--- src/hw/rtl/hft_pkg.sv ---
// Shared types and constants for the hashed forwarding table.
// Used by every module of the block; depends on nothing.
`default_nettype none

package hft_pkg;

  localparam int HFT_BUCKET_BITS = 10;
  localparam int HFT_WAYS        = 4;
  localparam int HFT_MAX_FANOUT  = 16;

  localparam logic [3:0] HFT_INDEX_BITS_RST = 4'd10;

  // Configuration register indexes (word address)
  localparam logic REG_INDEX_BITS = 1'b0;

  typedef enum logic [1:0] {
    OP_INSERT = 2'd0,
    OP_LOOKUP = 2'd1,
    OP_DELETE = 2'd2,
    OP_FLUSH  = 2'd3
  } hft_op_t;

  typedef enum logic [1:0] {
    RS_OK   = 2'd0,
    RS_DUP  = 2'd1,
    RS_MISS = 2'd2,
    RS_FULL = 2'd3
  } hft_status_t;

  typedef struct packed {
    hft_op_t     opcode;
    logic [63:0] dest_addr;
    logic [15:0] port_group;
    logic [4:0]  fanout;
  } hft_req_t;

  typedef struct packed {
    hft_status_t status;
    logic [15:0] found_group;
    logic [4:0]  found_fanout;
  } hft_rsp_t;

  // One way of a bucket row
  typedef struct packed {
    logic [63:0] key;
    logic [15:0] grp;
    logic [4:0]  fan;
  } hft_entry_t;

  typedef enum logic [2:0] {
    S_CLEAR,
    S_IDLE,
    S_READ,
    S_EXEC,
    S_FLUSH
  } hft_state_t;

  // Controller to datapath
  typedef struct packed {
    logic accept;
    logic rd_en;
    logic exec;
    logic clr_en;
  } hft_cmd_t;

  // Datapath to controller
  typedef struct packed {
    logic clr_last;
    logic req_flush;
    logic out_busy;
  } hft_sts_t;

endpackage

`default_nettype wire

--- src/hw/rtl/hft_ctrl.sv ---
// Sequencing state machine of the forwarding table.
// Depends on hft_pkg; drives hft_datapath through hft_cmd_t.
`default_nettype none

module hft_ctrl (
  input  logic              clk,
  input  logic              rst,
  input  logic              req_valid,
  output logic              req_stall,
  input  hft_pkg::hft_sts_t sts,
  output hft_pkg::hft_cmd_t cmd
);
  import hft_pkg::*;

  hft_state_t state, state_next;

  always_ff @(posedge clk) begin
    if (rst) begin
      state <= S_CLEAR;
    end else begin
      state <= state_next;
    end
  end

  always_comb begin
    state_next = state;
    cmd        = '0;
    req_stall  = 1'b1;
    unique case (state)
      S_CLEAR: begin
        cmd.clr_en = 1'b1;
        if (sts.clr_last) begin
          state_next = S_IDLE;
        end
      end
      S_IDLE: begin
        req_stall = 1'b0;
        if (req_valid) begin
          cmd.accept = 1'b1;
          state_next = S_READ;
        end
      end
      S_READ: begin
        if (sts.req_flush) begin
          state_next = S_FLUSH;
        end else begin
          cmd.rd_en  = 1'b1;
          state_next = S_EXEC;
        end
      end
      S_FLUSH: begin
        cmd.clr_en = 1'b1;
        if (sts.clr_last) begin
          state_next = S_EXEC;
        end
      end
      S_EXEC: begin
        // hold until the result register is free
        if (!sts.out_busy) begin
          cmd.exec   = 1'b1;
          state_next = S_IDLE;
        end
      end
      default: begin
        state_next = S_IDLE;
      end
    endcase
  end

endmodule

`default_nettype wire

--- config.mk ---
export PLATFORM = sky130hd
export DESIGN_NAME = hft_ctrl
export DESIGN_NICKNAME = d
export VERILOG_FILES = /design/src/hw/rtl/hft_pkg.sv /design/src/hw/rtl/hft_ctrl.sv
export SDC_FILE = /design/constraint.sdc
export NUM_CORES = 1
export LEC_CHECK = 0
export BUFFER_PORTS_ARGS = -buffer_cell sky130_fd_sc_hd__buf_4
export CAP_MARGIN = 30
export CORE_AREA = 2 2 39 41
export DETAILED_ROUTE_END_ITERATION = 6
export DIE_AREA = 0 0 41 43
export HOLD_SLACK_MARGIN = 0.08
export RECOVER_POWER = 25
export SLEW_MARGIN = 20
export SYNTH_ARGS = -nofsm -noshare
export SYNTH_HDL_FRONTEND = slang
export SYNTH_SLANG_ARGS = --single-unit
--- constraint.sdc ---
create_clock -name clk -period 1.45 [get_ports clk]
set_input_delay 0.0725 -clock clk [delete_from_list [all_inputs] [get_ports clk]]
set_output_delay 0.0725 -clock clk [all_outputs]
set_load 0.05 [all_outputs]
# == Word-level counts from Yosys, hierarchy flattened ==
# Cells that the tools add are included.
# totals
ff_bits,3
inputBits,6
elab_cells,26
# op_classes
eq_ne,8
n_mux,14
n_reduce_logical,3
# op_table
op,count
two-way mux 3 bit,5
case mux 3 bit (5 select lines),1
two-way mux 1 bit,8
"inequality test 2 bit, second input constant",4
"== test 3 x 2 -> 1 bit, second input constant",2
AND reduction 4 bit,1
"== test 3 x 1 -> 1 bit, second input constant",1
"== test 3 bit, second input constant",1
logical NOT 3 bit,1
OR reduction 2 bit,1

# == Logic depth before layout (Yosys ltp) ==
# logic_depth
depth_word,3
depth_mapped,4

# == Worst setup path before layout ==
# Ideal clock, no wire load.
# synth_path
kind,register to output
startpoint,register state[0]
endpoint,output port cmd[1] (netlist name)
arrival_ns,1.822
required_ns,1.378
setup_slack_ns,-0.445
path_stages_with_launch,4
path_buffers,1
cell_sequence,dfxtp_1 > buf_6 > nor2b_1 > nor3b_1
# synth_rtl
item,line_no,source
start: declaration,hft_ctrl.sv:15,"hft_state_t state, state_next;"
start signal: assignment,hft_ctrl.sv:21,state <= state_next;
end: declaration,hft_ctrl.sv:11,output hft_pkg::hft_cmd_t cmd

==> flow_summary.toml <==
[placed_design]
post-dp-hpwl_um = 431
port_buffers = 10
gp_congestion = 0.789
place_inst = 52

[floorplan]
rows = 14
die_w_um = 41
start_util_pct = 17.6
ioPinCount = 11
dieArea_um2 = 1760
core_um2 = 1380
die_y_um = 43

[critical_path]
crit_slowest_cell = "dfxtp_1"
cp_cell_sequence = "nor2b_1 -> nor3b_2 -> buf_4"
worst-path-buf-inv = 1
worstPathArrival_ns = 1.29
critPathMaxFanout = 5
rr_endpoint = "state[1]"
rr_worst_depth = 3
critical_path_class = "flip-flop to output port"
timing.rr.start = "state[2]"
critPathCaptureType = "output port"
cp.required_ns = 1.38
cp-start-kind = "flip-flop"
cpPeakStageDelay_ns = 0.39
critPathTopFamily = "simple AND/OR/NAND/NOR gates"
rrSetupSlack_ns = 0.31

[grt]
track_usage_pct = 8.73
grt_max_degree = 10
grt_pass1_wl_um = 986
grt_pass1_vias = 257
antenna_found_initial = 0
grt_overflow_total = 0

[detailed_routing]
via_per_inst = 4.39
drt-total-wl_um = 577
initialDrtViolationCount = 9
vias = 250
routedWlPerCell_um = 10.1
dr.pass1.iters = 4
drt.antenna.violating_nets = 0
drc = 0

[sta]
setup_tns_ns = 0
finalCritPeriodShare_pct = 93.8
rsz0062_at_grt = "false"
fmax_ghz = 0.736
fin_worst_skew_ns = 0.00386
hold_viol = 0
tightest_slew_ns = 0.326
slew_violations = 0
fin_crit_ns = 1.36
slew_headroom_pct = 78.3
finalSetupViolCount = 0

[power]
p_leak_nw = 0.152
cellPowerDensity_nw_per_um2 = 905
total_power_mw = 0.347
ir_worst_vdd_uv = 268

[synth]
syn_area_per_cell_um2 = 9.04
ys_types = 19
netlist_area_um2 = 244
synth.yosys.warnings = 0
seq_area_frac_synth_pct = 24.6
syn_nets = 33
synth_seq_cells = 3
syn_inst = 27

[cts]
ctsResizeCount = 0
clockBufferDepth = 2
cts_htree_levels = 1
cts_tree = "yes"
clk_latency_ns = 0.24
cts_root_buf = "clkbuf_4"
clkSlewWorstSetupHoldPaths_ns = 0.04
cts_buffers = 3
cts.sinks = 3
post-cts-setup-buffers = 0

[layout]
diodes = 0
stdcell_count = 57
largest_registers = "state x3"
largest_register_ffs = 3
largest-register = "state"
area_delta_synth_final_pct = 56.9
drive_above_1_share_pct = 48.8
fin_nets = 48
utilization_pct = 27.7

[outcome]
status = "complete, no violations"

[worst_hold_path]
hold_start = "sts[2]"
hold_depth = 3
min_to = "state[0]"
worst_hold_path_type = "primary input to flip-flop"

[run]
maxCapViolations = 0
## kinds of logic (layout without fill, tap and decap cells)
logic type | after synthesis | count (layout) | synth area share (%)
XOR/XNOR | 1 | 1 | 3.59
AO/OA/AOI/OAI | 4 | 4 | 17.4
AND/OR/NAND/NOR | 16 | 16 | 46.2
buffers and inverters | 3 | 17 | 8.20
flip-flops | 3 | 3 | 24.6
## final cells by class
class,instances,area [um2]
clock buffer,4,26.3
fill,161,1000
inverter,1,3.75
multi-input combinational,21,180
sequential,3,60.1
tap,16,20.0
timing repair buffer,12,92.6
## metrics by stage
step           cell area [um2]  worst slack [ns]  hold slack (ns)
2_1_floorplan              260            0.0361            0.142
3_3_place_gp               347             0.322            0.264
3_5_place_dp               347             0.300            0.267
4_1_cts                    383            0.0719            0.118
5_1_grt                    383           0.00489            0.158
6_report                   383            0.0906            0.121
## worst max-delay path by stage
stage          cells past startpoint  slack, ns        to     start
6_report                           3       0.09    cmd[1]  state[0]
3_3_place_gp                       3       0.32  state[1]  state[2]
3_5_place_dp                       3       0.30  state[1]  state[2]
4_1_cts                            3       0.07    cmd[1]  state[0]
5_1_grt                            3      0.005    cmd[1]  state[2]
2_1_floorplan                      3       0.04    cmd[1]  state[0]
## cell usage in the layout (no fill, tap or decap), types with 2 or more instances in the layout
master	Yosys	final
clkbuf_4	0	3
nor3_1	3	3
a221oi_2	2	2
buf_4	0	11
nand3b_1	2	2
nor2b_1	2	2
dfxtp_1	3	3
## synth_stat cells
| master | number | share of area [%] |
|---|---|---|
| nor3_1 | 3 | 6.2 |
| nor2_1 | 2 | 3.1 |
| inv_1 | 1 | 1.5 |
| xor2_1 | 1 | 3.6 |
| nor4b_2 | 1 | 6.2 |
| a21oi_1 | 1 | 2.0 |
| nand3b_1 | 2 | 6.2 |
| nor3_2 | 1 | 4.1 |
| buf_6 | 1 | 4.6 |
| and4bb_1 | 1 | 5.1 |
| nor2b_1 | 2 | 5.1 |
| and2_1 | 1 | 2.6 |
| nor3b_1 | 1 | 3.1 |
| nand2_1 | 1 | 1.5 |
| or2b_1 | 1 | 3.1 |
| dfxtp_1 | 3 | 25 |
| clkbuf_2 | 1 | 2.0 |
| a221oi_2 | 2 | 12 |
| a22oi_1 | 1 | 3.1 |
## worst min-delay path, cell delays in order
cell and delay [ns]:
buf_4 0.09, nor3_1 0.04, nor3_1 0.11
## layer usage
metal  track usage (%)  vias up  routed length, um
met4              8.00        0                  0
met2              9.69       16                272
met5                 0        -                  0
met3              5.24        0                 57
li1                  -      127                  -
met1              10.9      107                248
## power by group
part / internal (mW) / switching [mW] / leakage [nW]
Sequential: 0.0869 / 0.00619 / 0.0245
Combinational: 0.0441 / 0.0610 / 0.113
Clock: 0.103 / 0.0452 / 0.0150
Total: 0.234 / 0.112 / 0.152
## repair_timing
action / in CTS / in global routing
setup endpoints to repair: 0 / 0
endpoints found under the hold margin: 3 / 0
hold buffers: 1 / 0
No activity file was read; power rests on OpenSTA's default activity.
